$ cat src/sv/spar_pkg.sv
// Shared constants, tables and types for the shoulder-aligned point rotation core.
`default_nettype none

package spar_pkg;

   localparam int DEFAULT_COORD_WIDTH   = 16;
   localparam int DEFAULT_CORDIC_STAGES = 16;
   localparam int MAX_STAGES            = 24;
   localparam int FRAC_BITS             = 8;
   localparam int GUARD_BITS            = 11;
   localparam int ACC_WIDTH             = 27;
   localparam int OUT_WIDTH             = 17;
   localparam int KINV_WIDTH            = 21;
   localparam int GAIN_SHIFT            = 20 + FRAC_BITS;
   localparam int THRESHOLD_WIDTH       = 7;
   localparam int ADDR_WIDTH            = 2;
   localparam int CSR_DATA_WIDTH        = 32;

   localparam logic [ADDR_WIDTH-1:0]      REG_THRESHOLD_ADDR = '0;
   localparam logic [THRESHOLD_WIDTH-1:0] THRESHOLD_RESET    = 7'd30;

   localparam logic signed [KINV_WIDTH-1:0] KINV_Q20       = 21'sd636751;
   localparam logic signed [ACC_WIDTH-1:0]  HALF_TURN_ACC  = 27'sd11796480;
   localparam logic signed [ACC_WIDTH-1:0]  HALF_TURN_OUT  = 27'sd46080;
   localparam logic signed [ACC_WIDTH-1:0]  FULL_TURN_OUT  = 27'sd92160;
   localparam logic signed [ACC_WIDTH-1:0]  ANGLE_ROUND    = 27'sd128;
   localparam logic signed [OUT_WIDTH-1:0]  OUT_MIN        = -17'sd65536;
   localparam logic signed [OUT_WIDTH-1:0]  OUT_MAX        = 17'sd65535;

   localparam logic [1:0] FACING_FORWARD = 2'd0;
   localparam logic [1:0] FACING_LEFT    = 2'd1;
   localparam logic [1:0] FACING_RIGHT   = 2'd2;

   // atan(2^-i) in 1/65536 degree.
   localparam logic signed [ACC_WIDTH-1:0] ATAN_TABLE [MAX_STAGES] = '{
      27'sd2949120, 27'sd1740967, 27'sd919879, 27'sd466945, 27'sd234379, 27'sd117304,
      27'sd58666,   27'sd29335,   27'sd14668,  27'sd7334,   27'sd3667,   27'sd1833,
      27'sd917,     27'sd458,     27'sd229,    27'sd115,    27'sd57,     27'sd29,
      27'sd14,      27'sd7,       27'sd4,      27'sd2,      27'sd1,      27'sd0
   };

   typedef struct packed {
      logic valid;
      logic degenerate;
      logic dz_zero;
      logic dx_neg;
   } spar_flags_type;

endpackage

`default_nettype wire

$ cat src/sv/spar_post.sv
// Back end: CORDIC gain correction, saturation, body angle and facing class.
`default_nettype none

module spar_post import spar_pkg::*; #(
   parameter int DATA_WIDTH = DEFAULT_COORD_WIDTH + GUARD_BITS
) (
   input  wire logic                             clock,
   input  wire logic                             reset,
   input  wire logic signed [DATA_WIDTH-1:0]     sx,
   input  wire logic signed [DATA_WIDTH-1:0]     sz,
   input  wire logic signed [DATA_WIDTH-1:0]     ex,
   input  wire logic signed [DATA_WIDTH-1:0]     ez,
   input  wire logic signed [ACC_WIDTH-1:0]      acc,
   input  wire spar_flags_type                   flags,
   input  wire logic [THRESHOLD_WIDTH-1:0]       threshold,
   output logic                                  valid,
   output logic signed [OUT_WIDTH-1:0]           rot_start_x,
   output logic signed [OUT_WIDTH-1:0]           rot_start_z,
   output logic signed [OUT_WIDTH-1:0]           rot_end_x,
   output logic signed [OUT_WIDTH-1:0]           rot_end_z,
   output logic signed [OUT_WIDTH-1:0]           body_angle,
   output logic [1:0]                            facing,
   output logic                                  degenerate
);

   localparam int PROD_WIDTH = DATA_WIDTH + KINV_WIDTH;
   localparam logic signed [PROD_WIDTH-1:0] GAIN_ROUND = PROD_WIDTH'(1) <<< (GAIN_SHIFT - 1);
   localparam logic signed [PROD_WIDTH-1:0] SAT_MIN    = PROD_WIDTH'(OUT_MIN);
   localparam logic signed [PROD_WIDTH-1:0] SAT_MAX    = PROD_WIDTH'(OUT_MAX);

   logic signed [DATA_WIDTH-1:0]  pts [4];
   logic signed [PROD_WIDTH-1:0]  prod_in [4];
   logic signed [PROD_WIDTH-1:0]  prod_ff [4];
   logic signed [ACC_WIDTH-1:0]   acc_ff;
   spar_flags_type                flags_ff;

   logic signed [PROD_WIDTH-1:0]  scaled [4];
   logic signed [OUT_WIDTH-1:0]   rot_in [4];
   logic signed [OUT_WIDTH-1:0]   rot_ff [4];
   logic signed [ACC_WIDTH-1:0]   phi, psi, thr;
   logic signed [OUT_WIDTH-1:0]   angle_in, angle_ff;
   logic [1:0]                    facing_in, facing_ff;
   logic                          valid_ff, degenerate_ff;

   assign pts[0] = sx;
   assign pts[1] = sz;
   assign pts[2] = ex;
   assign pts[3] = ez;

   always_comb begin
      for (int k = 0; k < 4; k++) begin
         prod_in[k] = PROD_WIDTH'(pts[k]) * PROD_WIDTH'(KINV_Q20);
      end
   end

   always_ff @(posedge clock) begin
      for (int k = 0; k < 4; k++) begin
         prod_ff[k] <= prod_in[k];
      end
      acc_ff <= acc;
   end

   always_comb begin
      for (int k = 0; k < 4; k++) begin
         scaled[k] = (prod_ff[k] + GAIN_ROUND) >>> GAIN_SHIFT;
         if (flags_ff.degenerate) begin
            rot_in[k] = '0;
         end else if (scaled[k] < SAT_MIN) begin
            rot_in[k] = OUT_MIN;
         end else if (scaled[k] > SAT_MAX) begin
            rot_in[k] = OUT_MAX;
         end else begin
            rot_in[k] = scaled[k][OUT_WIDTH-1:0];
         end
      end

      phi = (acc_ff + ANGLE_ROUND) >>> 8;
      psi = -phi;
      if (psi > HALF_TURN_OUT) begin
         psi = psi - FULL_TURN_OUT;
      end
      if (psi <= -HALF_TURN_OUT) begin
         psi = psi + FULL_TURN_OUT;
      end
      // A level shoulder line gives an exact angle rather than the CORDIC residue.
      if (flags_ff.dz_zero) begin
         psi = flags_ff.dx_neg ? HALF_TURN_OUT : '0;
      end

      thr = ACC_WIDTH'({threshold, 8'h00});
      priority if (flags_ff.degenerate) begin
         facing_in = FACING_FORWARD;
      end else if (psi >= thr) begin
         facing_in = FACING_LEFT;
      end else if (psi <= -thr) begin
         facing_in = FACING_RIGHT;
      end else begin
         facing_in = FACING_FORWARD;
      end

      angle_in = flags_ff.degenerate ? '0 : psi[OUT_WIDTH-1:0];
   end

   always_ff @(posedge clock) begin
      for (int k = 0; k < 4; k++) begin
         rot_ff[k] <= rot_in[k];
      end
      angle_ff      <= angle_in;
      facing_ff     <= facing_in;
      degenerate_ff <= flags_ff.degenerate;
   end

   always_ff @(posedge clock) begin
      if (reset) begin
         flags_ff <= '0;
         valid_ff <= 1'b0;
      end else begin
         flags_ff <= flags;
         valid_ff <= flags_ff.valid;
      end
   end

   assign valid       = valid_ff;
   assign rot_start_x = rot_ff[0];
   assign rot_start_z = rot_ff[1];
   assign rot_end_x   = rot_ff[2];
   assign rot_end_z   = rot_ff[3];
   assign body_angle  = angle_ff;
   assign facing      = facing_ff;
   assign degenerate  = degenerate_ff;

endmodule

`default_nettype wire

$ cat config.mk
export PLATFORM = sky130hd
export DESIGN_NAME = spar_post
export DESIGN_NICKNAME = d
export VERILOG_FILES = /design/src/sv/spar_pkg.sv /design/src/sv/spar_post.sv
export SDC_FILE = /design/constraint.sdc
export NUM_CORES = 2
export LEC_CHECK = 0
export BUFFER_PORTS_ARGS = -buffer_cell sky130_fd_sc_hd__clkbuf_2
export CORE_MARGIN = 4
export CORE_UTILIZATION = 50
export CTS_CLUSTER_SIZE = 14
export DETAILED_ROUTE_END_ITERATION = 10
export PLACE_DENSITY = 0.74
export SYNTH_ARGS = -nofsm -noshare
export SYNTH_HDL_FRONTEND = slang
export SYNTH_SLANG_ARGS = --single-unit
$ cat constraint.sdc
create_clock -name clock -period 14.2 [get_ports clock]
set_clock_uncertainty 0.15 [all_clocks]
set_input_delay 1.42 -clock clock [delete_from_list [all_inputs] [get_ports clock]]
set_output_delay 1.42 -clock clock [all_outputs]
set_load 0.02 [all_outputs]
; Word level (Yosys, flattened, before mapping)
; Memories as Yosys holds them, arrays and structs flattened.
; Cells that the tools add are included.
[classes]
reduce_logical = 1
add_sub_neg = 9
order_cmp = 12
n_mux = 18
mul = 4
[ops]
columns = operator, count
row1 = $mux W17, 12
row2 = $add A48 B29 Y48 const B, 4
row3 = $mul A27 B21 Y48 const B, 4
row4 = $mux W27, 3
row5 = $gt A20 B17 Y1 const B, 4
row6 = $lt A20 B17 Y1 const B, 4
row7 = $add A27 B18 Y27 const B, 1
row8 = $add A27 B9 Y27 const B, 1
row9 = $ge A27 B16 Y1, 1
row10 = $gt A27 B17 Y1 const B, 1
row11 = $le A27 B17 Y1 const B, 1
row12 = $le A27 B27 Y1, 1
row13 = $neg A15 Y27, 1
row14 = $neg A19 Y27, 1
row15 = $sub A27 B18 Y27 const B, 1
row16 = $mux W16, 1
row17 = $mux W2, 1
row18 = $reduce_or A2 Y1, 1
row19 = $mux W1, 1
[word_totals]
ramBits = 260
out_inout_bits = 89
reg_bits = 52
mem_count = 2
[memory_table]
columns = name, depth, width, read_ports, rd_ports_with_merged_regs, wr, line_no
row1 = prod_ff, 4, 48, 4, 0, 4, spar_post.sv:33  ; logic signed [PROD_WIDTH-1:0] prod_ff [4];
row2 = rot_ff, 4, 17, 4, 0, 4, spar_post.sv:39  ; logic signed [OUT_WIDTH-1:0] rot_ff [4];

; Logic depth before layout (Yosys ltp)
[logic_depth]
word_depth = 10
ltp_mapped = 37
ltp_nobuf = 36

; Worst setup path after synthesis
; No wires, ideal clock.
[synth_timing]
path_type = input port to flip-flop
startpoint = input port ex[9]
endpoint = memory prod_ff[2][47] (netlist name)
arrival_ns = 8.063
setup_time_ns = 0.079
stages = 26
n_path_buf = 0
slack_ns = 5.908
cell_sequence = ha_1 -> inv_1 -> fa_1 -> inv_1 -> fa_1 -> inv_1 -> fa_1 -> fa_1 -> inv_1 -> fa_1 -> fa_1 -> ha_1 -> a21o_1 -> a21o_1 -> a21o_1 -> a211oi_1 -> o21bai_1 -> a21oi_1 -> and3b_1 -> nand3_1 -> a21oi_1 -> or2_2 -> a41o_1 -> o41ai_1 -> or4b_2 -> o211ai_1
[synth_lines]
columns = element, line_no
row1 = start: declaration, spar_post.sv:11  ; input wire logic signed [DATA_WIDTH-1:0] ex,
row2 = end: declaration, spar_post.sv:33

==> key figures <==
STA
  • Slew Limit Fails: 0
  • Worst hold slack: 296.8 ps
  • # setup viols final: 0
  • Final period utilization: 68.70%
  • Final Hold Violating Endpoints: 0
  • Total negative slack: 0 ps
  • Worst slew margin: 11.22%
  • Highest clock rate: 102.5 MHz
  • Worst-margin pin slew: 1298 ps
  • RSZ-0062 raised after global routing: false
  • Tmin final: 9756 ps

Die
  • Die width: 334.4 um
  • Initial Utilization: 50.45%
  • Die ar.: 111800 um^2
  • Io pins: 237
  • FP Rows: 119
  • Die Height: 334.4 um
  • Total core area: 105600 um^2

Yosys
  • Flops & latches, synth: 197
  • YS warnings: 0
  • Async S/R FF share, synth: 0%
  • Sequential area share after synthesis: 7.406%
  • Predominant post-synthesis flop cell: dfxtp_1
  • Library cells used by synthesis: 97
  • Mapped Nets: 7479
  • EDFF count, synth: 0
  • Synthesized area: 53250 um^2
  • Synth Instances: 5268
  • Avg Cell Area, Syn: 10.11 um^2

Worst setup path
  • Crit start category: primary input
  • Critical Path AT: 10050 ps
  • CP Capture Type: register
  • FF-to-FF setup slack: 5880 ps
  • Required @ worst endpoint: 14500 ps
  • R2r startpoint: acc_ff[8]
  • WS Path Type: primary input to register
  • Critical path peak fanout: 9
  • Critical Path Start: sx[11]

Layout
  • Fillers: 9165
  • Area Growth Syn to Fin: 6.287%
  • Nets: 7701
  • Layout cell share with drive strength beyond 1: 5.997%
  • Commonest non-fill, non-tap cell in the layout: inv_1
  • Most frequent cells in the layout: inv_1 (1736), fa_1 (1190), ha_1 (873)

Clock tree
  • CTS tree: done
  • CTS Buffer Depth: 2
  • Postcts setup bufs: 0
  • Clk sinks: 197
  • Worst skew pair latency: 510 ps
  • Root Driver: clkbuf_16
  • Post-CTS sizing: 0
  • H-tree Lvls: 4
  • CTS clk-pin slew, worst paths: 90 ps
  • # hold bufs at CTS: 0
  • TritonCTS buffer count: 17

Global route
  • Vias in the first global route: 39100
  • Met3 usage: 2.834%
  • Largest net degree at the start of global routing: 53
  • Grt met2 use: 37.82%
  • Initial antenna violation count: 4
  • GR met1 Demand/Resource: 27.75%
  • GRT Residual Overflow: 0
  • First-pass GRT wire length: 192.3 mm
  • GR peak layer: met2
  • Total track usage: 21.20%

Detailed routing
  • Routed vias/inst: 5.072
  • DR vias: 34970
  • ANT nets after route: 0
  • First-pass DRT Iterations: 5
  • Drt wl/cell: 16.21 um
  • Drt total wl: 111.7 mm
  • Residual DRC: 0
  • Initial drt markers: 1647

Status
  • Run status: finished clean

Worst hold path
  • Hold path startpoint: flags_ff[3]
  • Worst Hold Class: register to register

Placed design
  • Placer Congestion: 0.9086
  • Port bufs: 229
  • DP Wirelength: 98.53 mm

Run
  • Maxcap violations: 0
## cells by family after synthesis
logic type                 share of synthesized area, %
DFF                                               7.406
and+or+nand+nor                                   5.477
adders and majority gates                         65.25
muxes                                            0.1551
AOI/OAI and AO/OA                                 5.397
buffers and inverters                             12.65
xor gates and xnor gates                          3.668
## Yosys cell counts (5+ instances only)
master / count / share of area (%)
and3_1: 30 / 0.35
or3_1: 7 / 0.082
nor3_1: 49 / 0.46
a41o_1: 6 / 0.11
o21ai_0: 78 / 0.73
nand2b_1: 9 / 0.11
o21a_1: 33 / 0.47
fa_1: 1190 / 45
dfxtp_1: 197 / 7.4
a2111oi_0: 5 / 0.082
o21bai_1: 6 / 0.085
nand3_1: 71 / 0.67
and4_1: 9 / 0.15
o211ai_1: 10 / 0.14
o31a_2: 6 / 0.11
ha_1: 873 / 21
a21o_1: 41 / 0.58
xnor2_1: 147 / 2.4
and2_1: 15 / 0.18
a311oi_1: 7 / 0.12
a21oi_1: 149 / 1.4
a211oi_1: 14 / 0.20
xor2_1: 76 / 1.2
clkbuf_1: 16 / 0.11
o21ai_1: 7 / 0.066
nand2_1: 112 / 0.79
nor2_1: 149 / 1.1
nor4_1: 22 / 0.26
or2_2: 15 / 0.18
nand4_1: 21 / 0.25
a31oi_1: 13 / 0.15
mux2i_1: 6 / 0.11
nor2b_1: 26 / 0.31
o2111ai_1: 8 / 0.13
inv_1: 1736 / 12
## registers in the layout, indices dropped and copies added (netlist names)
name	flops
degenerate	1
valid	1
body_angle	17
facing	2
rot_ff	68
prod_ff	84
flags_ff	4
acc_ff	20
## per-layer routing
layer	part of all wire (%)	up-vias
met5	0.030	-
met4	1.9	6
met3	4.5	150
met2	51	749
met1	42	17720
li1	-	16350
## per-stage QoR
stage,util [%],cells,worst slack [ps],cell area [um^2]
after global placement,53.01,6862,3942,55960
final,53.62,6895,4444,56600
after floorplan,-,5268,5908,53250
after global routing,53.62,6895,4024,56600
after CTS,53.62,6894,4432,56600
after detailed placement,53.01,6862,3897,55960
## path summary, 6_finish.rpt
check,end,cells after the start
worst max-delay path,prod_ff[0][47],26
worst min-delay path,valid,1
worst max register to register,facing[1],35
worst min register to register,valid,1
## critical path: stages
cell and delay, ps:
clkbuf_2 260, ha_1 390, inv_1 80, fa_1 480, inv_1 50, fa_1 540
inv_1 50, fa_1 450, fa_1 500, inv_1 50, fa_1 500, fa_1 420
ha_1 300, a21o_1 160, a21o_1 170, a21o_1 230, a2111oi_0 1120, o2111ai_1 570
nand4b_1 340, a31oi_1 150, a41o_1 300, o41ai_1 530, o21ai_0 250, or3_1 370
a31oi_1 220, xnor2_1 130
## area by class of cell
type	instances	area [um^2]	share of cell area (%)
multi-input cells	3303	42570	75.21
clock inverters	15	214.0	0.3780
inverters	1737	6520	11.52
well taps	1391	1740	3.075
clock buffers	17	425.4	0.7516
diodes	1	2.502	0.004421
repair buffers	234	1184	2.091
flip-flops and latches	197	3944	6.968
Power is left out: the tool's default activity adds up to more than one toggle a clock period on the data nets, which glitch-free logic cannot reach.
