File: config.mk
export PLATFORM = sky130hd
export DESIGN_NAME = spar_prep
export DESIGN_NICKNAME = d
export VERILOG_FILES = /design/src/sv/spar_pkg.sv /design/src/sv/spar_prep.sv
export SDC_FILE = /design/constraint.sdc
export NUM_CORES = 1
export LEC_CHECK = 0
export ABC_AREA = 1
export BUFFER_PORTS_ARGS = -buffer_cell sky130_fd_sc_hd__buf_2
export CAP_MARGIN = 20
export CORE_AREA = 2 2 140 142
export DETAILED_ROUTE_END_ITERATION = 10
export DIE_AREA = 0 0 142 144
export GPL_TIMING_DRIVEN = 0
export PLACE_DENSITY = 0.75
export SLEW_MARGIN = 20
export SYNTH_ARGS = -nofsm -noshare
export SYNTH_HDL_FRONTEND = slang
export SYNTH_SLANG_ARGS = --single-unit
File: constraint.sdc
create_clock -name clock -period 6.1 [get_ports clock]
set_input_delay 0.915 -clock clock [delete_from_list [all_inputs] [get_ports clock]]
set_output_delay 0.915 -clock clock [all_outputs]
set_load 0.01 [all_outputs]
File: src/sv/spar_pkg.sv
// Shared constants, tables and types for the shoulder-aligned point rotation core.
`default_nettype none

package spar_pkg;

   localparam int DEFAULT_COORD_WIDTH   = 16;
   localparam int DEFAULT_CORDIC_STAGES = 16;
   localparam int MAX_STAGES            = 24;
   localparam int FRAC_BITS             = 8;
   localparam int GUARD_BITS            = 11;
   localparam int ACC_WIDTH             = 27;
   localparam int OUT_WIDTH             = 17;
   localparam int KINV_WIDTH            = 21;
   localparam int GAIN_SHIFT            = 20 + FRAC_BITS;
   localparam int THRESHOLD_WIDTH       = 7;
   localparam int ADDR_WIDTH            = 2;
   localparam int CSR_DATA_WIDTH        = 32;

   localparam logic [ADDR_WIDTH-1:0]      REG_THRESHOLD_ADDR = '0;
   localparam logic [THRESHOLD_WIDTH-1:0] THRESHOLD_RESET    = 7'd30;

   localparam logic signed [KINV_WIDTH-1:0] KINV_Q20       = 21'sd636751;
   localparam logic signed [ACC_WIDTH-1:0]  HALF_TURN_ACC  = 27'sd11796480;
   localparam logic signed [ACC_WIDTH-1:0]  HALF_TURN_OUT  = 27'sd46080;
   localparam logic signed [ACC_WIDTH-1:0]  FULL_TURN_OUT  = 27'sd92160;
   localparam logic signed [ACC_WIDTH-1:0]  ANGLE_ROUND    = 27'sd128;
   localparam logic signed [OUT_WIDTH-1:0]  OUT_MIN        = -17'sd65536;
   localparam logic signed [OUT_WIDTH-1:0]  OUT_MAX        = 17'sd65535;

   localparam logic [1:0] FACING_FORWARD = 2'd0;
   localparam logic [1:0] FACING_LEFT    = 2'd1;
   localparam logic [1:0] FACING_RIGHT   = 2'd2;

   // atan(2^-i) in 1/65536 degree.
   localparam logic signed [ACC_WIDTH-1:0] ATAN_TABLE [MAX_STAGES] = '{
      27'sd2949120, 27'sd1740967, 27'sd919879, 27'sd466945, 27'sd234379, 27'sd117304,
      27'sd58666,   27'sd29335,   27'sd14668,  27'sd7334,   27'sd3667,   27'sd1833,
      27'sd917,     27'sd458,     27'sd229,    27'sd115,    27'sd57,     27'sd29,
      27'sd14,      27'sd7,       27'sd4,      27'sd2,      27'sd1,      27'sd0
   };

   typedef struct packed {
      logic valid;
      logic degenerate;
      logic dz_zero;
      logic dx_neg;
   } spar_flags_type;

endpackage

`default_nettype wire

File: src/sv/spar_prep.sv
// Front stage: shoulder vector, half-turn pre-rotation and fixed-point scaling.
`default_nettype none

module spar_prep import spar_pkg::*; #(
   parameter int COORD_WIDTH = DEFAULT_COORD_WIDTH,
   parameter int DATA_WIDTH  = DEFAULT_COORD_WIDTH + GUARD_BITS
) (
   input  wire logic                          clock,
   input  wire logic                          reset,
   input  wire logic                          accept,
   input  wire logic signed [COORD_WIDTH-1:0] left_shoulder_x,
   input  wire logic signed [COORD_WIDTH-1:0] left_shoulder_z,
   input  wire logic signed [COORD_WIDTH-1:0] right_shoulder_x,
   input  wire logic signed [COORD_WIDTH-1:0] right_shoulder_z,
   input  wire logic signed [COORD_WIDTH-1:0] start_x,
   input  wire logic signed [COORD_WIDTH-1:0] start_z,
   input  wire logic signed [COORD_WIDTH-1:0] end_x,
   input  wire logic signed [COORD_WIDTH-1:0] end_z,
   output logic signed [DATA_WIDTH-1:0]       vx,
   output logic signed [DATA_WIDTH-1:0]       vy,
   output logic signed [DATA_WIDTH-1:0]       sx,
   output logic signed [DATA_WIDTH-1:0]       sz,
   output logic signed [DATA_WIDTH-1:0]       ex,
   output logic signed [DATA_WIDTH-1:0]       ez,
   output logic signed [ACC_WIDTH-1:0]        acc,
   output spar_flags_type                     flags
);

   logic signed [COORD_WIDTH:0]   dx, dz;
   logic signed [DATA_WIDTH-1:0]  vx_raw, vy_raw, sx_raw, sz_raw, ex_raw, ez_raw;
   logic signed [DATA_WIDTH-1:0]  vx_in, vy_in, sx_in, sz_in, ex_in, ez_in;
   logic signed [DATA_WIDTH-1:0]  vx_ff, vy_ff, sx_ff, sz_ff, ex_ff, ez_ff;
   logic signed [ACC_WIDTH-1:0]   acc_in, acc_ff;
   spar_flags_type                flags_in, flags_ff;
   logic                          neg;

   always_comb begin
      dx = (COORD_WIDTH+1)'(right_shoulder_x) - (COORD_WIDTH+1)'(left_shoulder_x);
      dz = (COORD_WIDTH+1)'(right_shoulder_z) - (COORD_WIDTH+1)'(left_shoulder_z);
      neg = dx[COORD_WIDTH];

      vx_raw = DATA_WIDTH'(dx) <<< FRAC_BITS;
      vy_raw = DATA_WIDTH'(dz) <<< FRAC_BITS;
      sx_raw = DATA_WIDTH'(start_x) <<< FRAC_BITS;
      sz_raw = DATA_WIDTH'(start_z) <<< FRAC_BITS;
      ex_raw = DATA_WIDTH'(end_x) <<< FRAC_BITS;
      ez_raw = DATA_WIDTH'(end_z) <<< FRAC_BITS;

      // A vector in the left half-plane is turned by half a turn first, so the
      // micro-rotations only ever need to cover the right half-plane.
      vx_in = neg ? -vx_raw : vx_raw;
      vy_in = neg ? -vy_raw : vy_raw;
      sx_in = neg ? -sx_raw : sx_raw;
      sz_in = neg ? -sz_raw : sz_raw;
      ex_in = neg ? -ex_raw : ex_raw;
      ez_in = neg ? -ez_raw : ez_raw;

      if (!neg) begin
         acc_in = '0;
      end else if (dz[COORD_WIDTH]) begin
         acc_in = -HALF_TURN_ACC;
      end else begin
         acc_in = HALF_TURN_ACC;
      end

      flags_in.valid      = accept;
      flags_in.degenerate = (dx == '0) && (dz == '0);
      flags_in.dz_zero    = (dz == '0);
      flags_in.dx_neg     = neg;
   end

   always_ff @(posedge clock) begin
      vx_ff  <= vx_in;
      vy_ff  <= vy_in;
      sx_ff  <= sx_in;
      sz_ff  <= sz_in;
      ex_ff  <= ex_in;
      ez_ff  <= ez_in;
      acc_ff <= acc_in;
   end

   always_ff @(posedge clock) begin
      if (reset) begin
         flags_ff <= '0;
      end else begin
         flags_ff <= flags_in;
      end
   end

   assign vx    = vx_ff;
   assign vy    = vy_ff;
   assign sx    = sx_ff;
   assign sz    = sz_ff;
   assign ex    = ex_ff;
   assign ez    = ez_ff;
   assign acc   = acc_ff;
   assign flags = flags_ff;

endmodule

`default_nettype wire

# == After elaboration in Yosys (flattened, before gate mapping) ==
# Index checks and enable logic that the tools add are counted.
# op_classes
n_mul,0
shift,0
bitwise_logic,0
reduce_logical,3
magnitude_cmp,0
n_eq_ne,0
add_sub_neg,8
muxes,7
div,0
# op_table
operator,n
2-to-1 mux 27 bit,6
negator 24 -> 27 bit,4
negator 25 -> 27 bit,2
zero test 17 bit,2
subtractor 16 x 16 -> 17 bit,2
2-to-1 mux 24 bit,1
logical AND 1 bit,1
# word_totals
ram_bits,0
n_memories,0
romBits,0
latch_bits,0
output_inout_bits,193
in_bits,131
regBits,193

# == Longest topological paths before layout ==
# Gate-level depths: netlist (run 1).
# depth
ltp_word,3
mapped_depth,19
ltp_nobuf,19

# == Worst setup path after synthesis (run 1) ==
# No wires, ideal clock.
# synth_path
path_type,input port to flip-flop
start,input right_shoulder_x[0]
end,register vx_ff[24] (netlist: vx[24])
setup_slack_ns,3.016
t_required_ns,5.984
n_path_buf,0
t_arrival_ns,2.969
setup_ns,0.116
stages,15
path_cell_list,inv_1 ha_1 fa_1 ha_1 inv_1 nor2_1 nand3_1 nor2_1 nand3_1 nor2_2 nand3_1 nor3_1 ha_1 inv_1 nor2_1
# synth_via
elab_chain_len,2
# synth_lines
item,line,source
from (decl),spar_prep.sv:13,"input wire logic signed [COORD_WIDTH-1:0] right_shoulder_x,"
subtractor 16 x 16 -> 17 bit (*),spar_prep.sv:38,dx = (COORD_WIDTH+1)'(right_shoulder_x) - (COORD_WIDTH+1)'(left_shoulder_x);
negator 25 -> 27 bit,spar_prep.sv:51,vx_in = neg ? -vx_raw : vx_raw;
to (signal assigned),spar_prep.sv:73,vx_ff <= vx_in;
to (decl),spar_prep.sv:32,"logic signed [DATA_WIDTH-1:0] vx_ff, vy_ff, sx_ff, sz_ff, ex_ff, ez_ff;"
# Mark *: on every way between the ends. The rest lies on a longest branch, timed or not.
# A chain may end at the register's enable or synchronous reset.

# == Final worst setup path (run 1) ==
# layout_path
start,input left_shoulder_x[0]
end,register vx_ff[24] (netlist: vx[24])
# layout_via
elab_chain_len,2
# layout_lines
item,line,source
from (decl),spar_prep.sv:11,"input wire logic signed [COORD_WIDTH-1:0] left_shoulder_x,"
subtractor 16 x 16 -> 17 bit (*),spar_prep.sv:38,
negator 25 -> 27 bit,spar_prep.sv:51,
# Marked as above.

==> flow_summary_export.csv, run 1 <==
group,metric,value,unit
place,dp.cells,1627,
grt,grt_start_max_net_pins,17,
critical_path,worst_ep_required_time,6.41,ns
min_path,min_path_cells,1,
routing,drt_iter0_drc,325,
synth,seq_area_frac_synth,32.6,%
grt,use_met3,4.14,%
synth,post-synth-top-area-cell,"dfxtp_1",
place,port_buffers,257,
power,power_frac_seq,33.5,%
power,pwr-share-comb,32.8,%
power,internal_power,2.01,mW
timing,setup_tns,0,ns
routing,drt-pass1-iter-count,5,
min_path,hold_class,"in2reg",
timing,fin_ws,2.88,ns
synth,synth_top_family_by_area,"simple AND/OR/NAND/NOR gates",
place,gp_congestion,0.873,
grt,grtUsageMet2,37.1,%
die,num_rows,51,
grt,grt_pass1_wl,32.2,mm
routing,wl,21.3,mm
clocking,clk_path_buf_depth,2,
routing,drtAntennaViolNets,0,
grt,grt_busiest_layer,"met2",
grt,use_met1,22.6,%
clocking,cts_tree,"built",
clocking,cts_hold_buf,0,
finish,stdcell_count,1660,
timing,period_minus_slack,3.22,ns
die,start_util,38.9,%
grt,grt-ovfl-total,0,
die,die_x,142,um
critical_path,crit_path_end_kind,"flop",
power,power.leakage,5.73,nW
critical_path,critPathKind,"in2reg",
place,dp_slack,2.40,ns
synth,synth_top_area_share,32.6,%
min_path,min_from,"start_x[0]",
synth,avgSynthCellArea,6.97,um^2
grt,grt_pass1_vias,6927,
power,clkPwrFrac,33.7,%
timing,finalMaxSlewViolations,0,
timing,max_freq,0.310,GHz
finish,syn_to_final_growth,32.9,%
die,io_pins,324,
finish,fin_util,51.7,%
place,dp_hpwl,17.3,mm
synth,yosys-top-cells-area,"dfxtp_1, nand2_1, inv_1",
routing,via_per_inst,4.51,
timing,hold_violations,0,
clocking,post_cts_resized,0,
critical_path,startpoint_type,"input pin",
synth,yosys.area_share.simple,27.9,%
clocking,cts_buffers,17,
synth,synthMuxAreaShare,0,%
synth,synth_cell_types,34,
clocking,post-cts-setup-buffer-count,0,
grt,track_usage,20.1,%
synth,syn_area,0.00742,mm^2
timing,setup_viol,0,
timing,rsz0062_at_grt,"no",
power,swShare,35.0,%
clocking,h-tree-depth,4,
die,die-area,0.0204,mm^2
critical_path,cp.arrival,3.53,ns
grt,grt_antenna_before_repair,2,
clocking,cts-root-buf,"clkbuf_16",
power,peakVddDrop,0.140,mV
routing,num_vias,7487,
critical_path,crit_fanout,3,
synth,yosysWarnings,0,
synth,synth_xor_area_share,9.67,%
routing,drc_errors,0,
die,fp.coreArea,0.0191,mm^2
min_path,hold_end,"sx[8]",
clocking,clkSinkCount,121,
synth,synth_compound_area_share,5.38,%
finish,final_nets,1582,
synth,ys_seq_elements,121,
synth,synth_fa_ha_area_share,7.45,%
die,die_h,144,um
timing,period_share,52.8,%
flow_run,drv_cap,0,
run_status,run_status,"completed",
clocking,cts.clk_slew.worst_paths,0.07,ns
synth,synth_cells,1065,
routing,wl_per_cell,12.9,um
power,p_sw,1.08,mW
finish,drive_above_1_share,27.4,%
power,p_per_area,313,mW/mm^2
## synth_stat cells (all sizes together)
cell type / number
o41ai: 1
nor2: 133
nand4: 9
a31oi: 1
ha: 41
nand3: 60
nand2: 267
inv: 167
conb: 1
nor3: 25
fa: 2
buf: 84
or2: 1
xor2: 55
and3: 1
o31ai: 6
a21oi: 31
xnor2: 27
nand3b: 7
o21bai: 4
o21ai: 20
dfxtp: 121
nor4: 1
## per-stage QoR
step	area, um^2	hold slack, ns	power, mW
finish	9870	0.622	3.09
global route	9870	0.614	3.26
CTS	9870	0.611	3.11
detailed placement	9260	1.04	2.07
global placement	9260	1.05	2.05
floorplan	7680	0.943	1.67
## cells in the final DEF, fill, tap and decap left out, drive strengths merged
| master | synthesis | routed |
|---|---|---|
| buf | 84 | 341 |
| nand2 | 267 | 267 |
| inv | 167 | 176 |
| nor2 | 133 | 133 |
| dfxtp | 121 | 121 |
| conb | 1 | 68 |
| nand3 | 60 | 60 |
| xor2 | 55 | 55 |
| ha | 41 | 41 |
| a21oi | 31 | 31 |
| xnor2 | 27 | 27 |
| nor3 | 25 | 25 |
| o21ai | 20 | 20 |
| clkbuf | 0 | 17 |
| nand4 | 9 | 9 |
| nand3b | 7 | 7 |
| o31ai | 6 | 6 |
| o21bai | 4 | 4 |
| clkinvlp | 0 | 3 |
| fa | 2 | 2 |
| bufinv | 0 | 2 |
| diode | 0 | 1 |
| and3 | 1 | 1 |
| nor4 | 1 | 1 |
| or2 | 1 | 1 |
| o41ai | 1 | 1 |
| a31oi | 1 | 1 |
| clkinv | 0 | 1 |
## metal layers
layer | share of wire [%] | vias up | wire (um)
li1 | - | 3824 | -
met1 | 41 | 3310 | 8760
met2 | 49 | 315 | 10600
met3 | 7.0 | 38 | 1500
met4 | 2.4 | 0 | 518
met5 | 0 | - | 0
## worst max path at each step
stage               endpoint  depth (start not counted)  slack [ns]                 from
floorplan             vx[24]                         15        3.02  right_shoulder_x[0]
global placement      vx[24]                         15        2.43   left_shoulder_x[0]
detailed placement    vx[24]                         15        2.40   left_shoulder_x[0]
CTS                   vx[24]                         15        2.84   left_shoulder_x[0]
global route          vx[24]                         16        2.61  right_shoulder_x[0]
finish                vx[24]                         15        2.88   left_shoulder_x[0]
## layout make-up
class                   count  area [um^2]
clock inverters            15          180
plain buffers              84          624
well taps                 238          298
repair buffers            257         1290
fillers                  1849         9210
diodes                      1         2.50
inverters                 167          629
flip-flops and latches    121         2420
multi-input cells         760         4000
clock buffers              17          425
## registers in the layout (all words and copies together) (netlist names)
signal  count
flags       4
ex         19
ez         19
sx         19
sz         19
vx         19
vy         19
acc         3
## critical path, stage by stage
cell and delay [ns]:
buf_2 0.10, ha_1 0.23, fa_1 0.54, ha_1 0.17
inv_1 0.04, nor2_1 0.15, nand3_1 0.09, nor2_1 0.13
nand3_1 0.12, nor2_2 0.14, nand3_1 0.13, nor3_1 0.37
ha_1 0.30, inv_1 0.05, nor2_1 0.04
## power groups by stage
stage	Clock, mW	Combinational [mW]	Sequential (mW)
2_1_floorplan	0	0.513	1.15
3_3_place_gp	0	0.998	1.05
3_5_place_dp	0	1.01	1.05
4_1_cts	1.05	1.02	1.04
5_1_grt	1.09	1.13	1.05
6_report	1.04	1.01	1.04
## kinds of logic after synthesis
| kind of cell | after synthesis |
|---|---|
| compound gates | 63 |
| xor+xnor | 82 |
| fa+ha+maj | 43 |
| buf+inv | 251 |
| flops | 121 |
| other cells | 1 |
| simple gates | 504 |
Power figures use the tool's default switching activity.
==> run 2: changes to the inputs <==
--- a/config.mk
+++ b/config.mk
@@ -12,7 +12,7 @@
 export DETAILED_ROUTE_END_ITERATION = 10
 export DIE_AREA = 0 0 142 144
 export GPL_TIMING_DRIVEN = 0
-export PLACE_DENSITY = 0.75
+export PLACE_DENSITY = 0.78
 export SLEW_MARGIN = 20
 export SYNTH_ARGS = -nofsm -noshare
 export SYNTH_HDL_FRONTEND = slang
==> constraint.sdc (replaced) <==
create_clock -name clock -period 2.7 [get_ports clock]
set_input_delay 0.405 -clock clock [delete_from_list [all_inputs] [get_ports clock]]
set_output_delay 0.405 -clock clock [all_outputs]
set_load 0.01 [all_outputs]
==> run 2 against run 1 <==
Against the previous run:
- clock-buffer cell count unchanged
- hold slack got worse by 0.52 ns
- largest power group unchanged
- routed wire length decreased by 0.99%
- sequential power increased by 130%
- die area unchanged
- final cell count unchanged
- critical path depth unchanged
- first-iteration DRC count decreased by 12%
- power increased by 130%
- sequential cell count unchanged
==> flow_summary_export.csv, run 2 (synthesized netlist as in run 1, its figures left out) <==
group,metric,value,unit
run_status,run_status,"completed",
finish,diodes,0,
timing,setup_tns,0,ns
clocking,cts_tree,"built",
power,power_frac_seq,33.6,%
clocking,h-tree-depth,4,
critical_path,startpoint_type,"input pin",
routing,num_vias,7462,
critical_path,crit_fanout,3,
critical_path,cp.arrival,2.86,ns
routing,drt_iter0_drc,287,
place,dp_hpwl,17.0,mm
critical_path,critPathKind,"in2reg",
grt,grt_antenna_before_repair,0,
die,die-area,0.0204,mm^2
grt,grt_pass1_vias,6927,
timing,period_share,94.9,%
finish,drive_above_1_share,28.1,%
clocking,cts-root-buf,"clkbuf_16",
routing,wl,21.1,mm
power,p_sw,2.44,mW
clocking,cts.clk_slew.worst_paths,0.06,ns
power,peakVddDrop,0.354,mV
routing,via_per_inst,4.50,
finish,final_common_cell,"buf_2",
timing,max_freq,0.390,GHz
grt,grt_start_max_net_pins,17,
clocking,cts_buffers,17,
finish,design_area,0.00991,mm^2
place,port_buffers,257,
power,swShare,35.0,%
place,dpl-instance-area,0.00926,mm^2
timing,fin_ws,0.138,ns
flow_run,drv_cap,0,
clocking,cts_hold_buf,0,
power,internal_power,4.54,mW
min_path,min_path_cells,1,
critical_path,worst_ep_required_time,3.00,ns
timing,period_minus_slack,2.56,ns
power,p_total,6.98,mW
die,die_h,144,um
timing,finalMaxSlewViolations,0,
power,clkPwrFrac,33.5,%
routing,wl_per_cell,12.7,um
routing,drtAntennaViolNets,0,
finish,mostFrequentLayoutCells,"buf_2, nand2_1, inv_1, nor2_1, dfxtp_1",
grt,grt-ovfl-total,0,
timing,holdWs,0.102,ns
finish,fin_util,52.0,%
place,dp_slack,-0.479,ns
place,dp.cells,1627,
power,power.leakage,5.74,nW
routing,drt-pass1-iter-count,5,
clocking,clk_path_buf_depth,2,
die,fp.coreArea,0.0191,mm^2
timing,hold_violations,0,
finish,syn_to_final_growth,33.5,%
power,pwr-share-comb,32.9,%
finish,fill_cells,1843,
grt,grt_pass1_wl,32.1,mm
grt,track_usage,20.0,%
finish,final_nets,1583,
die,die_x,142,um
routing,drc_errors,0,
die,io_pins,324,
min_path,hold_class,"in2reg",
finish,stdcell_count,1660,
power,p_per_area,704,mW/mm^2
timing,setup_viol,0,
die,start_util,38.9,%
critical_path,crit_path_end_kind,"flop",
clocking,clkSinkCount,121,
die,num_rows,51,
place,gp_congestion,0.866,
-- run 2: cell count changes in the layout (fill, tap and decap cells not counted), moves of 2 or more --
cell,change
clkinvlp_4,-2
clkinv_4,+4
ha_2,+2
nor2_2,+2
ha_1,-2
nand3_1,-2
nor2_1,-2
inv_6,-2
nand3_2,+2
-- run 2: layout make-up --
| cell class | count | area [um^2] | area share (%) |
|---|---|---|---|
| buffer | 84 | 624 | 6.30 |
| clock buffer | 17 | 425 | 4.29 |
| clock inverter | 15 | 183 | 1.84 |
| inverter | 167 | 629 | 6.35 |
| multi-input combinational | 760 | 4040 | 40.7 |
| sequential | 121 | 2420 | 24.4 |
| tap | 238 | 298 | 3.00 |
| timing repair buffer | 258 | 1290 | 13.1 |
-- run 2: final timing paths --
kind / from / to
worst min-delay path: start_x[0] / sx[8]
worst max-delay path: left_shoulder_x[0] / vx[24]
-- run 2: power groups by stage --
stage / Sequential (mW) / Clock (mW) / Combinational [mW]
after floorplan: 2.60 / 0 / 1.16
after global placement: 2.38 / 0 / 2.25
after detailed placement: 2.38 / 0 / 2.28
after CTS: 2.35 / 2.37 / 2.30
after global routing: 2.38 / 2.44 / 2.55
final: 2.34 / 2.34 / 2.30
-- run 2: what timing repair did --
item,in CTS,in global routing
setup endpoints to repair,1,2
buffers inserted,0,1
gates resized for setup,1,9
pin swaps,0,3
-- run 2: critical path, cell delays in order --
cell and delay, ns:
buf_2 0.12, ha_2 0.19, fa_2 0.56, ha_2 0.17
inv_1 0.04, nor2_2 0.12, nand3_1 0.10, nor2_2 0.12
nand3_2 0.10, nor2_2 0.17, nand3_2 0.13, nor3_4 0.27
ha_1 0.27, inv_1 0.05, nor2_1 0.04
-- run 2: layer usage --
layer / vias up / track usage [%] / routed length [um]
met1: 3268 / 21.6 / 8610
met2: 330 / 37.7 / 10400
met5: - / 0 / 0
li1: 3824 / - / -
met3: 40 / 3.94 / 1430
met4: 0 / 8.84 / 643
