**src/sv/spar_pkg.sv**
```systemverilog
// Shared constants, tables and types for the shoulder-aligned point rotation core.
`default_nettype none

package spar_pkg;

   localparam int DEFAULT_COORD_WIDTH   = 16;
   localparam int DEFAULT_CORDIC_STAGES = 16;
   localparam int MAX_STAGES            = 24;
   localparam int FRAC_BITS             = 8;
   localparam int GUARD_BITS            = 11;
   localparam int ACC_WIDTH             = 27;
   localparam int OUT_WIDTH             = 17;
   localparam int KINV_WIDTH            = 21;
   localparam int GAIN_SHIFT            = 20 + FRAC_BITS;
   localparam int THRESHOLD_WIDTH       = 7;
   localparam int ADDR_WIDTH            = 2;
   localparam int CSR_DATA_WIDTH        = 32;

   localparam logic [ADDR_WIDTH-1:0]      REG_THRESHOLD_ADDR = '0;
   localparam logic [THRESHOLD_WIDTH-1:0] THRESHOLD_RESET    = 7'd30;

   localparam logic signed [KINV_WIDTH-1:0] KINV_Q20       = 21'sd636751;
   localparam logic signed [ACC_WIDTH-1:0]  HALF_TURN_ACC  = 27'sd11796480;
   localparam logic signed [ACC_WIDTH-1:0]  HALF_TURN_OUT  = 27'sd46080;
   localparam logic signed [ACC_WIDTH-1:0]  FULL_TURN_OUT  = 27'sd92160;
   localparam logic signed [ACC_WIDTH-1:0]  ANGLE_ROUND    = 27'sd128;
   localparam logic signed [OUT_WIDTH-1:0]  OUT_MIN        = -17'sd65536;
   localparam logic signed [OUT_WIDTH-1:0]  OUT_MAX        = 17'sd65535;

   localparam logic [1:0] FACING_FORWARD = 2'd0;
   localparam logic [1:0] FACING_LEFT    = 2'd1;
   localparam logic [1:0] FACING_RIGHT   = 2'd2;

   // atan(2^-i) in 1/65536 degree.
   localparam logic signed [ACC_WIDTH-1:0] ATAN_TABLE [MAX_STAGES] = '{
      27'sd2949120, 27'sd1740967, 27'sd919879, 27'sd466945, 27'sd234379, 27'sd117304,
      27'sd58666,   27'sd29335,   27'sd14668,  27'sd7334,   27'sd3667,   27'sd1833,
      27'sd917,     27'sd458,     27'sd229,    27'sd115,    27'sd57,     27'sd29,
      27'sd14,      27'sd7,       27'sd4,      27'sd2,      27'sd1,      27'sd0
   };

   typedef struct packed {
      logic valid;
      logic degenerate;
      logic dz_zero;
      logic dx_neg;
   } spar_flags_type;

endpackage

`default_nettype wire

```
**src/sv/spar_cell.sv**
```systemverilog
// One CORDIC micro-rotation cell: vectoring on the shoulder vector, same turn on both points.
`default_nettype none

module spar_cell import spar_pkg::*; #(
   parameter int DATA_WIDTH = DEFAULT_COORD_WIDTH + GUARD_BITS,
   parameter int STAGE      = 0
) (
   input  wire logic                         clock,
   input  wire logic                         reset,
   input  wire logic signed [DATA_WIDTH-1:0] vx_i,
   input  wire logic signed [DATA_WIDTH-1:0] vy_i,
   input  wire logic signed [DATA_WIDTH-1:0] sx_i,
   input  wire logic signed [DATA_WIDTH-1:0] sz_i,
   input  wire logic signed [DATA_WIDTH-1:0] ex_i,
   input  wire logic signed [DATA_WIDTH-1:0] ez_i,
   input  wire logic signed [ACC_WIDTH-1:0]  acc_i,
   input  wire spar_flags_type               flags_i,
   output logic signed [DATA_WIDTH-1:0]      vx_o,
   output logic signed [DATA_WIDTH-1:0]      vy_o,
   output logic signed [DATA_WIDTH-1:0]      sx_o,
   output logic signed [DATA_WIDTH-1:0]      sz_o,
   output logic signed [DATA_WIDTH-1:0]      ex_o,
   output logic signed [DATA_WIDTH-1:0]      ez_o,
   output logic signed [ACC_WIDTH-1:0]       acc_o,
   output spar_flags_type                    flags_o
);

   logic                          cw;
   logic signed [DATA_WIDTH-1:0]  vx_in, vy_in, sx_in, sz_in, ex_in, ez_in;
   logic signed [DATA_WIDTH-1:0]  vx_ff, vy_ff, sx_ff, sz_ff, ex_ff, ez_ff;
   logic signed [ACC_WIDTH-1:0]   acc_in, acc_ff;
   spar_flags_type                flags_ff;

   always_comb begin
      // A non-negative y component means the vector still lies above the axis.
      cw = !vy_i[DATA_WIDTH-1];
      if (cw) begin
         vx_in  = vx_i + (vy_i >>> STAGE);
         vy_in  = vy_i - (vx_i >>> STAGE);
         sx_in  = sx_i + (sz_i >>> STAGE);
         sz_in  = sz_i - (sx_i >>> STAGE);
         ex_in  = ex_i + (ez_i >>> STAGE);
         ez_in  = ez_i - (ex_i >>> STAGE);
         acc_in = acc_i + ATAN_TABLE[STAGE];
      end else begin
         vx_in  = vx_i - (vy_i >>> STAGE);
         vy_in  = vy_i + (vx_i >>> STAGE);
         sx_in  = sx_i - (sz_i >>> STAGE);
         sz_in  = sz_i + (sx_i >>> STAGE);
         ex_in  = ex_i - (ez_i >>> STAGE);
         ez_in  = ez_i + (ex_i >>> STAGE);
         acc_in = acc_i - ATAN_TABLE[STAGE];
      end
   end

   always_ff @(posedge clock) begin
      vx_ff  <= vx_in;
      vy_ff  <= vy_in;
      sx_ff  <= sx_in;
      sz_ff  <= sz_in;
      ex_ff  <= ex_in;
      ez_ff  <= ez_in;
      acc_ff <= acc_in;
   end

   always_ff @(posedge clock) begin
      if (reset) begin
         flags_ff <= '0;
      end else begin
         flags_ff <= flags_i;
      end
   end

   assign vx_o    = vx_ff;
   assign vy_o    = vy_ff;
   assign sx_o    = sx_ff;
   assign sz_o    = sz_ff;
   assign ex_o    = ex_ff;
   assign ez_o    = ez_ff;
   assign acc_o   = acc_ff;
   assign flags_o = flags_ff;

endmodule

`default_nettype wire

```
**config.mk**
```make
export PLATFORM = sky130hd
export DESIGN_NAME = spar_cell
export DESIGN_NICKNAME = d
export VERILOG_FILES = /design/src/sv/spar_pkg.sv /design/src/sv/spar_cell.sv
export SDC_FILE = /design/constraint.sdc
export NUM_CORES = 1
export LEC_CHECK = 0
export BUFFER_PORTS_ARGS = -buffer_cell sky130_fd_sc_hd__buf_2
export CAP_MARGIN = 30
export CORE_MARGIN = 10
export CORE_UTILIZATION = 45
export DETAILED_ROUTE_END_ITERATION = 6
export PLACE_DENSITY = 0.68
export RECOVER_POWER = 50
export SETUP_SLACK_MARGIN = 0.3
export SYNTH_ARGS = -nofsm -noshare
export SYNTH_HDL_FRONTEND = slang
export SYNTH_SLANG_ARGS = --single-unit
```
**constraint.sdc**
```tcl
create_clock -name clock -period 4 [get_ports clock]
set_clock_uncertainty 0.2 [all_clocks]
set_input_delay 0.8 -clock clock [delete_from_list [all_inputs] [get_ports clock]]
set_output_delay 0.8 -clock clock [all_outputs]
set_load 0.005 [all_outputs]
```
======== Yosys cells after proc, flatten, opt, wreduce, memory -nomap -nowiden ========
Cells that the tools add are included.
W data, S select, Z words.
operators by class
  multiplexer cells ....................... 7
  add/subtract/negate cells ............... 11
operators by type and width
  cell                      number
  $mux W27                  7
  $sub A27 B27 Y27          6
  $add A27 B27 Y27          3
  $add A27 B23 Y27 const B  1
  $sub A27 B23 Y27 const B  1
word-level totals
  output and inout bits ................... 193
  flip-flop bits (word level) ............. 193
  input port bits ......................... 195
  logic and storage cells ................. 29

======== Longest topological paths before layout ========
Gate-level depths: netlist (run 1).
  depth in word-level cells ............... 2
  gate-level depth with buffers ........... 14
  depth with buffers taken out ............ 12

======== Least setup slack after synthesis (run 1) ========
OpenSTA, ideal clock, no wires.
  path kind ............................... input -> register
  start point ............................. in vy_i[26]
  end point ............................... reg acc_ff[26], in the netlist acc_o[26]
  path buffers ............................ 3
  path slack .............................. 0.326 ns
  data required time ...................... 3.709 ns
  library setup time ...................... 0.091 ns
  stages .................................. 14
  arrival time ............................ 3.383 ns
  cells stage by stage .................... clkbuf_1 -> inv_1 -> clkbuf_1 -> buf_2 -> fa_1 -> nor2b_1 -> o21ai_0 -> a21boi_0 -> o21ai_0 -> a21boi_0 -> o21ai_0 -> a21boi_0 -> nor4_1 -> a311oi_1
between the ends
  word-level cells in the longest chain between the ends .. 1
ends and longest elaborated chain
  element               line             source
  start, declared       spar_cell.sv:11  input wire logic signed [DATA_WIDTH-1:0] vy_i,
  $mux W27              spar_cell.sv:37  if (cw) begin
  named net acc_in[26]  spar_cell.sv:31  logic signed [ACC_WIDTH-1:0] acc_in, acc_ff;
  end signal, assigned  spar_cell.sv:63  acc_ff <= acc_in;
  end, declared         spar_cell.sv:31
The timed path passes the listed nets, and every way through them passes these cells.
A chain may end at the register's enable or synchronous reset.

======== Worst setup path after layout (run 1) ========
  start point ............................. in ex_i[0]
  end point ............................... reg ex_ff[26], in the netlist ex_o[26]
between the ends
  word-level cells in the longest chain between the ends .. 2
  elaborated cells between the ends (all ways) .. 3
  those cells by class .................... 2 x add/sub; 1 x mux
ends and longest elaborated chain
  element                                                      line                              source
  start, declared                                              spar_cell.sv:14                   input wire logic signed [DATA_WIDTH-1:0] ex_i,
  $add A27 B27 Y27 / $sub A27 B27 Y27 (equally long branches)  spar_cell.sv:42, spar_cell.sv:50
  $mux W27 (*)                                                 spar_cell.sv:37
  named net ex_in[26]                                          spar_cell.sv:29                   logic signed [DATA_WIDTH-1:0] vx_in, vy_in, sx_in, sz_in, ex_in, ez_in;
  end signal, assigned                                         spar_cell.sv:61                   ex_ff <= ex_in;
  end, declared                                                spar_cell.sv:30                   logic signed [DATA_WIDTH-1:0] vx_ff, vy_ff, sx_ff, sz_ff, ex_ff, ez_ff;
Mark *: on every way through the listed nets, which the timed path passes. The rest lies on a longest branch.

==> results.sh, run 1 <==
export IMPL_status="complete, but fails checks"
export IMPL_failed_checks="max-capacitance violations, max-slew violations"
export IMPL_cp_cell_sequence="clkbuf_1 -> ha_1 -> fa_1 -> nor2b_1 -> o211ai_2 -> a211oi_2 -> o31ai_1 -> a31oi_1 -> nor3b_1 -> a211oi_1 -> a31oi_1 -> xor2_1"
export IMPL_synth_avg_cell_area_sq_um=7.69
export IMPL_hold_path_class="input pin to flop"
export IMPL_syn_inst=2249
export IMPL_drt_iter0_drc=1612
export IMPL_ios=388
export IMPL_num_vias=17873
export IMPL_htree_levels=4
export IMPL_ys_ff_latch=190
export IMPL_preCtsSetupSlack_ns=0.0652
export IMPL_syn_num_nets=2697
export IMPL_cp_common_cell="a31oi_1"
export IMPL_antenna_left=0
export IMPL_routed_wl_mm=61.1
export IMPL_grt_pass1_vias=17366
export IMPL_row_count=71
export IMPL_ys_types=86
export IMPL_gr_total_overflow=0
export IMPL_cts_max_path_buffers=2
export IMPL_synth_fa_ha_area_share_pct=18.7
export IMPL_core_area_sq_um=37800
export IMPL_end_kind="flop"
export IMPL_fmax_mhz=278
export IMPL_power_total_w=0.00710
export IMPL_rsz0062_at_grt="no"
export IMPL_hpwl_mm=49.6
export IMPL_ys_seq_area_share_pct=22.0
export IMPL_yosys_area_share_simple_pct=14.3
export IMPL_p_seq_share_pct=34.2
export IMPL_cts_sinks=190
export IMPL_holdWs_ns=0.226
export IMPL_cts_buffers=17
export IMPL_slowest_stage="nor3b_1"
export IMPL_max_cap_violations=3
export IMPL_post_cts_buffers=0
export IMPL_ys_warn_count=0
export IMPL_slew_violations=223
export IMPL_ir_worst_vdd_mv=0.328
export IMPL_period_needed_ns=3.60
export IMPL_route_detailed_drc=0
export IMPL_worstSetupPathType="input pin to flop"
export IMPL_synth_edf_count=0
export IMPL_max_slew_margin_rel_pct=-31.8
export IMPL_die_x_microns=216
export IMPL_antenna_found_initial=11
export IMPL_cpPeakStageDelay_ns=0.52
export IMPL_setup_viol=0
export IMPL_grt_pass1_wl_mm=94.9
export IMPL_final_area_sq_um=20400
export IMPL_final_hold_violation_count=0
export IMPL_clk_pin_slew_worst_paths_ns=0.08
export IMPL_synthMuxAreaShare_pct=1.34
export IMPL_synth_compound_area_share_pct=27.6
export IMPL_syn_to_final_growth_pct=18.1
export IMPL_crit_fanout=4
export IMPL_setup_slack_ns=0.401
export IMPL_power_internal_w=0.00437
export IMPL_ctsResizeCount=0
export IMPL_grt_start_max_net_pins=93
export IMPL_die_h_microns=216
export IMPL_synthXorXnorAreaFrac_pct=7.85
export IMPL_tritoncts="built"
export IMPL_start_util_pct=45.7
export IMPL_combPwrFrac_pct=40.7
export IMPL_p_per_area_nw_per_um2=348
export IMPL_start_kind="input pin"
export IMPL_dr_pass1_iters=6
export IMPL_final_nets=3074
export IMPL_critPathArrivalTime_ns=3.81
export IMPL_cts_hold_buf=0
export IMPL_ys_flop_type="dfxtp_1"
export IMPL_synth_cell_area_sq_um=17300
export IMPL_clockPowerShare_pct=25.1
export IMPL_async_reset_ff_share_pct=0
export IMPL_leakage_nw=9.58
export IMPL_die_area_sq_um=46700
export IMPL_p_sw_w=0.00273
export IMPL_grt_usage_pct=24.9
export IMPL_cts_root_buf="clkbuf_16"
export IMPL_place_congestion=1.01
export IMPL_synth_top_family_by_area="compound AO/OA/AOI/OAI gates"
export IMPL_max_slew_worst_pin_slew_ns=1.98
export IMPL_setup_tns_ns=0
export IMPL_drive_gt1_share_pct=14.9
export IMPL_required_ns=4.21
export IMPL_swShare_pct=38.5
export IMPL_portBuffers=387
export IMPL_wl_per_cell_microns=19.3
export IMPL_place_area_sq_um=20000
export IMPL_viasPerCell=5.66
export IMPL_finalCritPeriodShare_pct=90.0
[worst max-delay path, delay by kind of cell]
kind	cells	cell delay (ns)
adder cells (fa/ha/maj)	2	0.67
AO/OA/AOI/OAI	6	1.38
buffers and inverters	1	0.11
AND/OR/NAND/NOR	2	0.69
XOR/XNOR	1	0.16
[registers in the layout, indices dropped and copies added, names as in the netlist]
name,cells
acc_o,27
ez_o,27
sx_o,27
vy_o,27
ex_o,26
sz_o,26
vx_o,26
flags_o,4
[cell usage after synthesis, types with 13 or more instances]
library cell  count  area [sq um]
o21a_1           22           165
or2_2            16           100
mux2i_1          22           220
dfxtp_1         190          3800
nand3_1          29           145
a21o_1           46           345
o21ai_0         154           771
nand4_1          13          81.3
xor2_1           24           210
nor2b_1          41           257
o21bai_1         35           263
nor2_1          174           653
nand2_1         107           402
nor3_1           45           225
clkbuf_1         61           229
buf_1            16          60.1
nand2b_1         26           163
inv_1           250           938
xnor2_1         131          1150
o31ai_1          23           173
o211ai_1         18           135
buf_2            23           115
a21oi_1         263          1320
a31oi_1          21           131
a211oi_1         31           233
ha_1            243          3040
[final timing paths]
| path | start | to | depth (start not counted) | slack (ns) |
|---|---|---|---|---|
| worst max-delay path | ex_i[0] | ex_o[26]$_DFF_P_ | 12 | 0.40 |
| worst min-delay path | acc_i[8] | acc_o[8]$_DFF_P_ | 1 | 0.23 |
[area by class of cell]
cell class                      instances  area (sq um)
Fill cell                            3798         17400
Multi-Input combinational cell       1696         12100
Sequential cell                       190          3800
Timing Repair Buffer                  464          2330
Inverter                              257           966
Tap cell                              511           639
Clock buffer                           18           439
Clock inverter                         14           154
Antenna cell                           10          25.0
[cells by family (layout without fill, tap and decap cells)]
logic type / Yosys count / in the layout
buffers and inverters: 363 / 753
xor gates and xnor gates: 155 / 155
AOI/OAI and AO/OA: 752 / 752
muxes: 23 / 23
other: 0 / 10
DFF: 190 / 190
adders and majority gates: 253 / 253
and+or+nand+nor: 513 / 513
[placed cells by master, fill, tap and decap left out, types with 11 or more instances in the layout]
cell       Yosys  layout
xnor2_1      131     131
ha_1         243     243
a31oi_1       21      21
nor4_1        11      11
a21oi_1      263     263
o21a_1        22      22
nand3_1       29      29
clkbuf_16      0      17
buf_4          4      74
xor2_1        24      24
o31ai_1       23      23
nand4_1       13      13
o21ai_0      154     154
nor2b_1       41      41
inv_1        250     249
nand2_1      107     107
buf_2         23     236
nor2_1       174     174
o211ai_1      18      18
a21o_1        46      46
nand2b_1      26      26
o2111ai_1     11      11
o21bai_1      35      35
o21ai_1       11      11
dfxtp_1      190     190
nor3_1        45      45
or2_2         16      16
a211oi_1      31      31
mux2i_1       22      22
clkbuf_1      61     148
[power groups by stage]
| stage | Clock (W) | Combinational (W) | Sequential, W |
|---|---|---|---|
| after floorplan | 0 | 0.00164 | 0.00251 |
| after global placement | 0 | 0.00291 | 0.00246 |
| after detailed placement | 0 | 0.00292 | 0.00246 |
| after CTS | 0.00183 | 0.00295 | 0.00242 |
| after global routing | 0.00188 | 0.00316 | 0.00247 |
| final | 0.00178 | 0.00289 | 0.00243 |
[metal layers]
layer | track usage, % | share of wire (%) | vias to the layer above
li1 | - | - | 8564
met1 | 31.3 | 42 | 8355
met2 | 40.7 | 46 | 837
met3 | 5.06 | 8.1 | 115
met4 | 10.6 | 3.3 | 2
met5 | 0 | 0.021 | -
[metrics by stage]
step                util [%]  instances
global route            54.0       3155
global placement        52.9       3118
detailed placement      52.9       3118
finish                  54.0       3160
floorplan                  -       2249
CTS                     54.4       3150
Power figures use the tool's default switching activity.
==> inputs of run 2 (changes only) <==
--- a/config.mk
+++ b/config.mk
@@ -6,7 +6,6 @@
 export NUM_CORES = 1
 export LEC_CHECK = 0
 export BUFFER_PORTS_ARGS = -buffer_cell sky130_fd_sc_hd__buf_2
-export CAP_MARGIN = 30
 export CORE_MARGIN = 10
 export CORE_UTILIZATION = 45
 export DETAILED_ROUTE_END_ITERATION = 6
==> constraint.sdc (replaced) <==
create_clock -name clock -period 4 [get_ports clock]
set_clock_uncertainty 0.2 [all_clocks]
set_input_delay 0.8 -clock clock [delete_from_list [all_inputs] [get_ports clock]]
set_output_delay 0.8 -clock clock [all_outputs]
set_load 0.02 [all_outputs]
==> results.sh, run 2 (synthesis gave the netlist of run 1 again) <==
export IMPL_post_cts_buffers=0
export IMPL_final_cells=3162
export IMPL_antenna_found_initial=11
export IMPL_failed_checks="max-capacitance violations, max-slew violations"
export IMPL_swShare_pct=42.3
export IMPL_final_area_sq_um=20400
export IMPL_worstSetupPathType="input pin to flop"
export IMPL_grt_start_max_net_pins=93
export IMPL_htree_levels=4
export IMPL_min_from="acc_i[8]"
export IMPL_power_internal_w=0.00436
export IMPL_slew_violations=222
export IMPL_antenna_left=0
export IMPL_end_kind="flop"
export IMPL_clockPowerShare_pct=23.5
export IMPL_final_nets=3074
export IMPL_setup_slack_ns=0.420
export IMPL_final_common_cell="a21oi_1"
export IMPL_row_count=71
export IMPL_status="complete, but fails checks"
export IMPL_whs_path_depth=1
export IMPL_fill_cells=3807
export IMPL_grt_usage_pct=24.9
export IMPL_leakage_nw=9.55
export IMPL_grt_pass1_wl_mm=94.9
export IMPL_cts_root_buf="clkbuf_16"
export IMPL_final_seq_area_sq_um=3800
export IMPL_worst_hold_path_endpoint="acc_o[8]$_DFF_P_"
export IMPL_cts_max_path_buffers=2
export IMPL_p_seq_share_pct=32.2
export IMPL_gr_total_overflow=0
export IMPL_start_util_pct=45.7
export IMPL_required_ns=4.21
export IMPL_tritoncts="built"
export IMPL_ctsResizeCount=0
export IMPL_viasPerCell=5.64
export IMPL_fmax_mhz=279
export IMPL_drive_gt1_share_pct=14.5
export IMPL_core_area_sq_um=37800
export IMPL_max_slew_worst_pin_slew_ns=1.94
export IMPL_max_cap_violations=3
export IMPL_critPathArrivalTime_ns=3.79
export IMPL_die_h_microns=216
export IMPL_hold_path_class="input pin to flop"
export IMPL_grt_pass1_vias=17366
export IMPL_route_detailed_drc=0
export IMPL_dr_pass1_iters=5
export IMPL_cts_buffers=17
export IMPL_final_hold_violation_count=0
export IMPL_ir_worst_vdd_mv=0.329
export IMPL_drt_iter0_drc=1635
export IMPL_place_area_sq_um=20000
export IMPL_p_per_area_nw_per_um2=370
export IMPL_place_congestion=1.01
export IMPL_holdWs_ns=0.226
export IMPL_wl_per_cell_microns=19.3
export IMPL_routed_wl_mm=61.1
export IMPL_period_needed_ns=3.58
export IMPL_setup_tns_ns=0
export IMPL_die_area_sq_um=46700
export IMPL_portBuffers=387
export IMPL_final_cell_mix="263 x a21oi_1, 249 x inv_1, 243 x ha_1"
export IMPL_die_x_microns=216
export IMPL_ios=388
export IMPL_hpwl_mm=49.6
export IMPL_combPwrFrac_pct=44.3
export IMPL_multiInputGateArea_sq_um=12100
export IMPL_crit_fanout=4
export IMPL_setup_viol=0
export IMPL_rsz0062_at_grt="no"
export IMPL_cts_hold_buf=0
export IMPL_max_slew_margin_rel_pct=-29.6
export IMPL_p_sw_w=0.00320
export IMPL_finalCritPeriodShare_pct=89.5
export IMPL_syn_to_final_growth_pct=18.0
export IMPL_start_kind="input pin"
export IMPL_dp_cells=3118
export IMPL_cts_sinks=190
export IMPL_clk_pin_slew_worst_paths_ns=0.08
export IMPL_preCtsSetupSlack_ns=0.0652
export IMPL_num_vias=17824
-- run 2: power groups by stage --
| stage | clock (W) | sequential (W) | combinational [W] |
|---|---|---|---|
| finish | 0.00178 | 0.00243 | 0.00335 |
| global route | 0.00188 | 0.00247 | 0.00362 |
| CTS | 0.00183 | 0.00242 | 0.00342 |
| detailed placement | 0 | 0.00246 | 0.00340 |
| global placement | 0 | 0.00246 | 0.00338 |
| floorplan | 0 | 0.00298 | 0.00165 |
-- run 2: through the flow --
stage / power, W / util [%]
finish: 0.00756 / 54.0
global placement: 0.00584 / 52.9
CTS: 0.00768 / 54.4
floorplan: 0.00462 / -
detailed placement: 0.00586 / 52.9
global route: 0.00797 / 53.9
-- run 2: worst max-delay path, cell delays in order --
cell	delay, ns
clkbuf_1	0.11
ha_1	0.25
fa_1	0.42
nor2b_1	0.17
o211ai_2	0.25
a211oi_2	0.13
o31ai_1	0.36
a31oi_1	0.22
nor3b_1	0.51
a211oi_1	0.15
a31oi_1	0.26
xor2_1	0.16
-- run 2: how the worst max path moves through the flow --
| stage | cells after the start | from | end |
|---|---|---|---|
| finish | 12 | ex_i[0] | ex_o[26]$_DFF_P_ |
| global route | 12 | vy_i[26] | acc_o[26]$_DFF_P_ |
| CTS | 12 | ex_i[0] | ex_o[26]$_DFF_P_ |
| detailed placement | 12 | ex_i[0] | ex_o[26]$_DFF_P_ |
| global placement | 12 | ex_i[0] | ex_o[26]$_DFF_P_ |
| floorplan | 14 | vy_i[26] | acc_o[26]$_DFF_P_ |
-- run 2: final cells by class --
cell class / instances / area share [%]
diodes: 12 / 0.147
flip-flops and latches: 190 / 18.6
clock buffers: 18 / 2.15
inverters: 257 / 4.73
well taps: 511 / 3.13
multi-input cells: 1696 / 59.1
clock inverters: 14 / 0.754
repair buffers: 464 / 11.3
-- run 2: routing by layer --
layer,part of all wire [%],global-route usage (%)
met5,0.021,0
met4,3.3,10.6
met3,8.3,5.06
met2,46,40.7
met1,42,31.3
